[src/design/ckfc_pkg.sv]
`timescale 1ns / 1ps
// ----------------------------------------------------------------------------
// ckfc_pkg
// Shared constants and types for the coordinate keyed FIFO cache.
// ----------------------------------------------------------------------------
package ckfc_pkg;

  localparam int CAPACITY = 4096;
  localparam int ADDR_W   = $clog2(CAPACITY);
  localparam int CNT_W    = $clog2(CAPACITY + 1);
  localparam int KEY_W    = 64;
  localparam int PAY_W    = 32;

  localparam logic [1:0] MODE_FIND  = 2'd0;
  localparam logic [1:0] MODE_ADD   = 2'd1;
  localparam logic [1:0] MODE_CLEAR = 2'd2;

  typedef struct packed {
    logic              re;
    logic [ADDR_W-1:0] raddr;
    logic              key_we;
    logic              pay_we;
    logic [ADDR_W-1:0] waddr;
    logic [KEY_W-1:0]  key_wdata;
    logic [PAY_W-1:0]  pay_wdata;
  } mem_req_t;

endpackage

[src/design/ckfc_ctrl.sv]
`timescale 1ns / 1ps
// ----------------------------------------------------------------------------
// ckfc_ctrl
// Sequencer: walks the slot ring through the memories, holds result register.
// ----------------------------------------------------------------------------
module ckfc_ctrl (
  input  logic                        clk_i,
  input  logic                        rst_ni,
  input  logic                        in_valid_i,
  output logic                        in_ready_o,
  input  logic [1:0]                  mode_i,
  input  logic [ckfc_pkg::KEY_W-1:0]  key_i,
  input  logic [ckfc_pkg::PAY_W-1:0]  payload_i,
  output logic                        out_valid_o,
  input  logic                        out_ready_i,
  output logic                        hit_o,
  output logic [ckfc_pkg::PAY_W-1:0]  found_payload_o,
  output logic                        evicted_o,
  output logic [ckfc_pkg::PAY_W-1:0]  evicted_payload_o,
  output ckfc_pkg::mem_req_t          mem_o,
  input  logic [ckfc_pkg::KEY_W-1:0]  key_rdata_i,
  input  logic [ckfc_pkg::PAY_W-1:0]  pay_rdata_i
);

  typedef enum logic [2:0] {
    ST_IDLE, ST_RD_S, ST_LD_S, ST_SCAN, ST_FIX, ST_WR, ST_DONE
  } state_e;

  state_e state_q, state_d;
  logic                         is_add_q, is_add_d;
  logic [ckfc_pkg::KEY_W-1:0]   key_q, key_d;
  logic [ckfc_pkg::PAY_W-1:0]   pay_q, pay_d;
  logic [ckfc_pkg::KEY_W-1:0]   okey_q, okey_d;
  logic [ckfc_pkg::PAY_W-1:0]   spay_q, spay_d;
  logic [ckfc_pkg::ADDR_W-1:0]  next_q, next_d;
  logic                         full_q, full_d;
  logic [ckfc_pkg::ADDR_W-1:0]  addr_q, addr_d;
  logic [ckfc_pkg::ADDR_W-1:0]  ridx_q, ridx_d;
  logic                         rv_q, rv_d;
  logic [ckfc_pkg::CNT_W-1:0]   cnt_q, cnt_d;
  logic                         havep_q, havep_d;
  logic [ckfc_pkg::ADDR_W-1:0]  prev_q, prev_d;
  logic                         rhit_q, rhit_d;
  logic [ckfc_pkg::PAY_W-1:0]   rfound_q, rfound_d;
  logic                         revict_q, revict_d;
  logic [ckfc_pkg::PAY_W-1:0]   rgone_q, rgone_d;
  logic                         ov_q, ov_d;
  logic                         oh_q, oh_d;
  logic [ckfc_pkg::PAY_W-1:0]   of_q, of_d;
  logic                         oe_q, oe_d;
  logic [ckfc_pkg::PAY_W-1:0]   oep_q, oep_d;
  logic                         match;

  function automatic logic [ckfc_pkg::ADDR_W-1:0] dec_wrap(
    input logic [ckfc_pkg::ADDR_W-1:0] a
  );
    if (a == '0) begin
      return ckfc_pkg::ADDR_W'(ckfc_pkg::CAPACITY - 1);
    end
    return a - 1'b1;
  endfunction

  assign in_ready_o        = (state_q == ST_IDLE);
  assign out_valid_o       = ov_q;
  assign hit_o             = oh_q;
  assign found_payload_o   = of_q;
  assign evicted_o         = oe_q;
  assign evicted_payload_o = oep_q;

  assign match = rv_q && (key_rdata_i == (is_add_q ? okey_q : key_q));

  always_comb begin
    state_d  = state_q;
    is_add_d = is_add_q;
    key_d    = key_q;
    pay_d    = pay_q;
    okey_d   = okey_q;
    spay_d   = spay_q;
    next_d   = next_q;
    full_d   = full_q;
    addr_d   = addr_q;
    ridx_d   = ridx_q;
    rv_d     = 1'b0;
    cnt_d    = cnt_q;
    havep_d  = havep_q;
    prev_d   = prev_q;
    rhit_d   = rhit_q;
    rfound_d = rfound_q;
    revict_d = revict_q;
    rgone_d  = rgone_q;
    ov_d     = ov_q && !out_ready_i;
    oh_d     = oh_q;
    of_d     = of_q;
    oe_d     = oe_q;
    oep_d    = oep_q;
    mem_o    = '0;

    case (state_q)
      ST_IDLE: begin
        if (in_valid_i) begin
          key_d    = key_i;
          pay_d    = payload_i;
          rhit_d   = 1'b0;
          rfound_d = '0;
          revict_d = 1'b0;
          rgone_d  = '0;
          is_add_d = 1'b0;
          case (mode_i)
            ckfc_pkg::MODE_FIND: begin
              addr_d  = dec_wrap(next_q);
              cnt_d   = full_q ? ckfc_pkg::CNT_W'(ckfc_pkg::CAPACITY)
                               : ckfc_pkg::CNT_W'(next_q);
              state_d = ST_SCAN;
            end
            ckfc_pkg::MODE_ADD: begin
              is_add_d = 1'b1;
              state_d  = ST_RD_S;
            end
            ckfc_pkg::MODE_CLEAR: begin
              next_d  = '0;
              full_d  = 1'b0;
              state_d = ST_DONE;
            end
            default: state_d = ST_DONE;
          endcase
        end
      end
      ST_RD_S: begin
        mem_o.re    = 1'b1;
        mem_o.raddr = next_q;
        state_d     = ST_LD_S;
      end
      ST_LD_S: begin
        okey_d  = key_rdata_i;
        spay_d  = pay_rdata_i;
        rgone_d = pay_rdata_i;
        havep_d = 1'b0;
        if (full_q) begin
          addr_d  = dec_wrap(next_q);
          cnt_d   = ckfc_pkg::CNT_W'(ckfc_pkg::CAPACITY - 1);
          state_d = ST_SCAN;
        end else begin
          state_d = ST_WR;
        end
      end
      ST_SCAN: begin
        // keep one read in flight, compare the one that returned
        if (cnt_q != '0) begin
          mem_o.re    = 1'b1;
          mem_o.raddr = addr_q;
          ridx_d      = addr_q;
          rv_d        = 1'b1;
          addr_d      = dec_wrap(addr_q);
          cnt_d       = cnt_q - 1'b1;
        end
        if (match && !is_add_q) begin
          rhit_d   = 1'b1;
          rfound_d = pay_rdata_i;
          rv_d     = 1'b0;
          state_d  = ST_DONE;
        end else begin
          if (match) begin
            if (!havep_q) begin
              rgone_d = pay_rdata_i;
            end else begin
              // shift payload one place toward the newer end
              mem_o.pay_we    = 1'b1;
              mem_o.waddr     = prev_q;
              mem_o.pay_wdata = pay_rdata_i;
            end
            havep_d = 1'b1;
            prev_d  = ridx_q;
          end
          if (!rv_q && cnt_q == '0) begin
            state_d = is_add_q ? ST_FIX : ST_DONE;
          end
        end
      end
      ST_FIX: begin
        if (havep_q) begin
          mem_o.pay_we    = 1'b1;
          mem_o.waddr     = prev_q;
          mem_o.pay_wdata = spay_q;
        end
        revict_d = 1'b1;
        state_d  = ST_WR;
      end
      ST_WR: begin
        mem_o.key_we    = 1'b1;
        mem_o.pay_we    = 1'b1;
        mem_o.waddr     = next_q;
        mem_o.key_wdata = key_q;
        mem_o.pay_wdata = pay_q;
        if (next_q == ckfc_pkg::ADDR_W'(ckfc_pkg::CAPACITY - 1)) begin
          next_d = '0;
          full_d = 1'b1;
        end else begin
          next_d = next_q + 1'b1;
        end
        state_d = ST_DONE;
      end
      ST_DONE: begin
        if (!ov_q || out_ready_i) begin
          ov_d    = 1'b1;
          oh_d    = rhit_q;
          of_d    = rfound_q;
          oe_d    = revict_q;
          oep_d   = revict_q ? rgone_q : '0;
          state_d = ST_IDLE;
        end
      end
      default: state_d = ST_IDLE;
    endcase
  end

  always_ff @(posedge clk_i or negedge rst_ni) begin
    if (!rst_ni) begin
      state_q <= ST_IDLE;
      next_q  <= '0;
      full_q  <= 1'b0;
      rv_q    <= 1'b0;
      ov_q    <= 1'b0;
    end else begin
      state_q <= state_d;
      next_q  <= next_d;
      full_q  <= full_d;
      rv_q    <= rv_d;
      ov_q    <= ov_d;
    end
  end

  always_ff @(posedge clk_i) begin
    is_add_q <= is_add_d;
    key_q    <= key_d;
    pay_q    <= pay_d;
    okey_q   <= okey_d;
    spay_q   <= spay_d;
    addr_q   <= addr_d;
    ridx_q   <= ridx_d;
    cnt_q    <= cnt_d;
    havep_q  <= havep_d;
    prev_q   <= prev_d;
    rhit_q   <= rhit_d;
    rfound_q <= rfound_d;
    revict_q <= revict_d;
    rgone_q  <= rgone_d;
    oh_q     <= oh_d;
    of_q     <= of_d;
    oe_q     <= oe_d;
    oep_q    <= oep_d;
  end

endmodule

[config.mk]
export PLATFORM = sky130hd
export DESIGN_NAME = ckfc_ctrl
export DESIGN_NICKNAME = d
export VERILOG_FILES = /design/src/design/ckfc_pkg.sv /design/src/design/ckfc_ctrl.sv
export SDC_FILE = /design/constraint.sdc
export NUM_CORES = 1
export LEC_CHECK = 0
export BUFFER_PORTS_ARGS = -buffer_cell sky130_fd_sc_hd__buf_2
export CAP_MARGIN = 30
export CORE_UTILIZATION = 54
export CTS_BUF_LIST = sky130_fd_sc_hd__clkbuf_8 sky130_fd_sc_hd__clkbuf_16
export CTS_CLUSTER_DIAMETER = 50
export DETAILED_ROUTE_END_ITERATION = 6
export PLACE_DENSITY = 0.82
export RECOVER_POWER = 100
export SYNTH_ARGS = -nofsm -noshare
export SYNTH_HDL_FRONTEND = slang
export SYNTH_SLANG_ARGS = --single-unit
[constraint.sdc]
create_clock -name clk_i -period 10.8 [get_ports clk_i]
set_input_delay 0.54 -clock clk_i [delete_from_list [all_inputs] [get_ports clk_i]]
set_output_delay 0.54 -clock clk_i [all_outputs]
set_load 0.1 [all_outputs]
# Yosys cells after proc, flatten, opt, wreduce, memory -nomap -nowiden
# Index checks and enable logic that the tools add are counted.
[totals]
ff_bits = 393
inputBits = 198
output_inout_bits = 191
elab_cells = 157
[op_classes]
n_addsub = 4
n_eq_ne = 22
mux = 75
bitwise_logic = 1
reduce_logical = 32
[op_table]
columns = ["cell", "count"]
rows = [
  ["$mux 32", 9],
  ["$pmux 32 s3", 2],
  ["$mux 12", 12],
  ["$mux 64", 2],
  ["$mux 13", 9],
  ["$pmux 13 s3", 2],
  ["$eq 64x64->1", 1],
  ["$pmux 32 s2", 1],
  ["$pmux 12 s3", 1],
  ["$pmux 13 s2", 1],
  ["$logic_not 12->1", 2],
  ["$pmux 12 s2", 1],
  ["$sub 12x1->12 const B", 2],
  ["$mux 1", 23],
  ["$pmux 3 s7", 1],
  ["$ne 2x2->1 const B", 9],
  ["$mux 3", 5],
  ["$reduce_and 3->1", 5],
  ["$logic_not 13->1", 1],
  ["$reduce_bool 13->1", 1],
  ["$sub 13x1->13 const B", 1],
  ["$add 12x1->12 const B", 1],
  ["$eq 12x12->1 const B", 1],
  ["$reduce_and 5->1", 2],
  ["20 further kinds", 39],
]

# Longest topological paths before layout
[logic_depth]
depth_word = 9
depth_mapped = 12
depth_no_buf = 9

# Worst setup path after synthesis
# OpenSTA, ideal clock, no wires.
[synth_path]
path_type = "reg-to-reg"
start = "register state_q[1]"
end = "register next_q[11] (netlist name)"
setup_ps = 136
arrival_time_ps = 8084
required_time_ps = 10664
slack_ps = 2581
path_stages_with_launch = 9
n_path_buf = 1
synth_period_minus_slack_ps = 8219
cell_sequence = "dfrtp_1 clkbuf_1 nor4b_2 a31oi_1 nand4b_1 nor3_1 nand3_1 xnor2_1 nor2_1"
[synth_between]
elab_chain_len = 3
word_cells_on_any_way = 7
classes_between = "3 x eq/ne; 1 x mux; 3 x reduce/logical"
[synth_lines]
columns = ["element", "line_no", "source"]
rows = [
  ["start: declaration", "ckfc_ctrl.sv:29", "state_e state_q, state_d;"],
  ["start signal: assignment", "ckfc_ctrl.sv:224", "state_q <= state_d;"],
  ["$logic_not 3->1 / $eq 3x3->1 (equally long branches)", "ckfc_ctrl.sv:98", "case (state_q)"],
  ["$ne 2x1->1 (no line), or another cell as far along", "n/a", ""],
  ["$reduce_and 3->1 (no line)", "n/a", ""],
  ["end signal: assignment", "ckfc_ctrl.sv:225", "next_q <= next_d;"],
  ["end: declaration", "ckfc_ctrl.sv:35", "logic [ckfc_pkg::ADDR_W-1:0] next_q, next_d;"],
]
# Parallel ways exist; a longest one is shown, timed or not.
# A chain may end at the register's enable or synchronous reset.

==> results.ini <==
[clocking]
htreeDepth=2
clock_path_buffers=3
cts_root_buf=clkbuf_16
ctsHoldBuffers=1
numCtsBuffers=44
cts_tree=yes
cts_sinks=393
clk_latency_ps=540
cts_resized=0
post-cts-setup-buffer-count=0
path_clk_slew_ps=60

[power]
ir_worst_vdd_v=0.000135
power_w=0.00361
powerDensity_nw_per_um2=178
p_leak_nw=6.87

[min_path]
hp-class=in2reg
hold_depth=1
min-delay-start=key_i[63]
min_to=key_q[63]

[synthesis]
avgSynthCellArea_um2=14.4
ys_async_sr_fraction=0.0458
synth-edff-count=375
netlist_area_um2=16900
ys_ff_latch=393
ys_types=48
yosys_most_used_dff=edfxtp_1
ys_warn_count=0
yosysTopAreaCell=edfxtp_1
syn_inst=1175
synth_area_leaders=edfxtp_1, and2_1, xnor2_1, mux2i_1, dfrtp_1
synth_top_area_share=0.668
synthesis.nets=1379
yosysSeqAreaShare=0.694

[final_layout]
layout-drive-gt1-share=0.135
regArea_um2=11700
mostFrequentLayoutCells=edfxtp_1, clkbuf_1, buf_2
instances_no_fill=1989
final_nets=1762
multi_input_area_um2=4750
fillers=2332
final_common_cell=edfxtp_1
finalInstanceArea_um2=20200
area_growth_pct=19.9

[job]
drv_cap=8

[routing]
via_count=11100
ant_nets=0
detail_route.first_pass.iterations=6
wl_per_cell_um=21.1
detail_route.wirelength_um=41900
drt_iter0_markers=991
remaining_drc_errors=0
vias_per_cell=5.60

[grt]
track_usage=0.254
grt_max_degree=75
antenna_found_initial=3
grt_pass1_wl_um=60700
grt_overflow=0
grt_pass1_vias=10800

[critical_path]
critical_path_class=reg2out
worstPathArrival_ps=6780
r2r-end=full_q
r2r-start=state_q[0]
cp-start-kind=flop
reg2reg_depth=7
cp.required_ps=10260
path_max_fanout=74
cp-end-kind=output port
rrSetupSlack_ps=3590

[timing]
slew_viol_final=339
worstMarginPinSlew_ps=3860
post-route-period-util=0.678
grt_setup_unrepaired=false
tns_ps=0
clock_skew_ps=26.2
setup_viol=0
max_freq_ghz=0.137
holdWs_ps=178
period_minus_slack_ps=7320
hold_viol=0
slew_headroom=-1.57

[floorplanning]
core_region_area_um2=30700
start_util=0.550
row_count=64
die_w_um=179
boundaryPins=389
die_h_um=179
dieArea_um2=31900

[placed_design]
dp_cells=1906
post_dp_cell_area_um2=19200
port_buffers=388
dp_hpwl_um=28900
gp_congestion=0.920

[outcome]
status=finished with violations
violations=capacitance limit, slew limit

[metal layers]
metal | share of wire | vias up | GRT usage
met1 | 0.37 | 5333 | 0.306
met3 | 0.088 | 87 | 0.0534
li1 | - | 5134 | -
met2 | 0.51 | 590 | 0.453
met4 | 0.029 | 4 | 0.0826
met5 | 0.00057 | - | 0
[power by group]
part / internal [W] / switching [W] / leakage [nW] / total, W
logic: 0.000118 / 0.000239 / 2.53 / 0.000357
clock network: 0.000851 / 0.000598 / 0.731 / 0.00145
registers: 0.00175 / 0.0000527 / 3.61 / 0.00180
[state kept, by name, summed over array words and instances, names as in the netlist, 13 cells and up]
name               flops
cnt_q                 13
spay_q                32
rfound_q              32
okey_q                64
rgone_q               32
found_payload_o       32
key_q                 64
pay_q                 32
evicted_payload_o     32
[cells in the mapped netlist (21+ instances only)]
cell,count
clkbuf_1,59
nor2_1,36
edfxtp_1,375
o21ai_2,28
and3_1,35
a22oi_1,42
a21oi_1,21
and2_1,130
o21ai_0,31
mux2i_1,63
nand2_1,68
xnor2_1,82
[metrics by stage]
stage | utilization | setup WS (ps)
2_1_floorplan | - | 2580
3_3_place_gp | 0.623 | 6430
3_5_place_dp | 0.628 | 6560
4_1_cts | 0.674 | 5980
5_1_grt | 0.659 | 2870
6_report | 0.659 | 3480
[worst max-delay path: stages, from the launching register on]
cell and delay (ps):
dfrtp_1 550, nor2b_4 160, clkbuf_1 1930, nand2_1 930, clkinv_1 500, and2_0 1060
or2_1 230, clkbuf_1 860
[how the worst max path moves through the flow]
stage	from	end	slack, ps	cells past startpoint
finish	state_q[2]	mem_o[122]	3480	7
global route	state_q[2]	mem_o[122]	2870	7
CTS	is_add_q	mem_o[2]	5980	11
detailed placement	is_add_q	mem_o[2]	6560	11
global placement	is_add_q	rgone_q[21]	6430	8
floorplan	state_q[1]	next_q[11]	2580	8
[cell families after synthesis]
logic type | after synthesis | share of synthesized area
fa+ha+maj | 6 | 0.00445
mux | 63 | 0.0374
buf+inv | 89 | 0.0244
compound gates | 170 | 0.0717
xor+xnor | 96 | 0.0498
flops | 393 | 0.694
simple gates | 358 | 0.118
[area by class of cell]
class | count | share of cell area
well taps | 396 | 0.0245
repair buffers | 410 | 0.0875
clock buffers | 46 | 0.0569
clock inverters | 33 | 0.0137
diodes | 2 | 0.000247
flip-flops and latches | 393 | 0.579
multi-input cells | 693 | 0.235
inverters | 16 | 0.00309
Power figures use the tool's default switching activity.
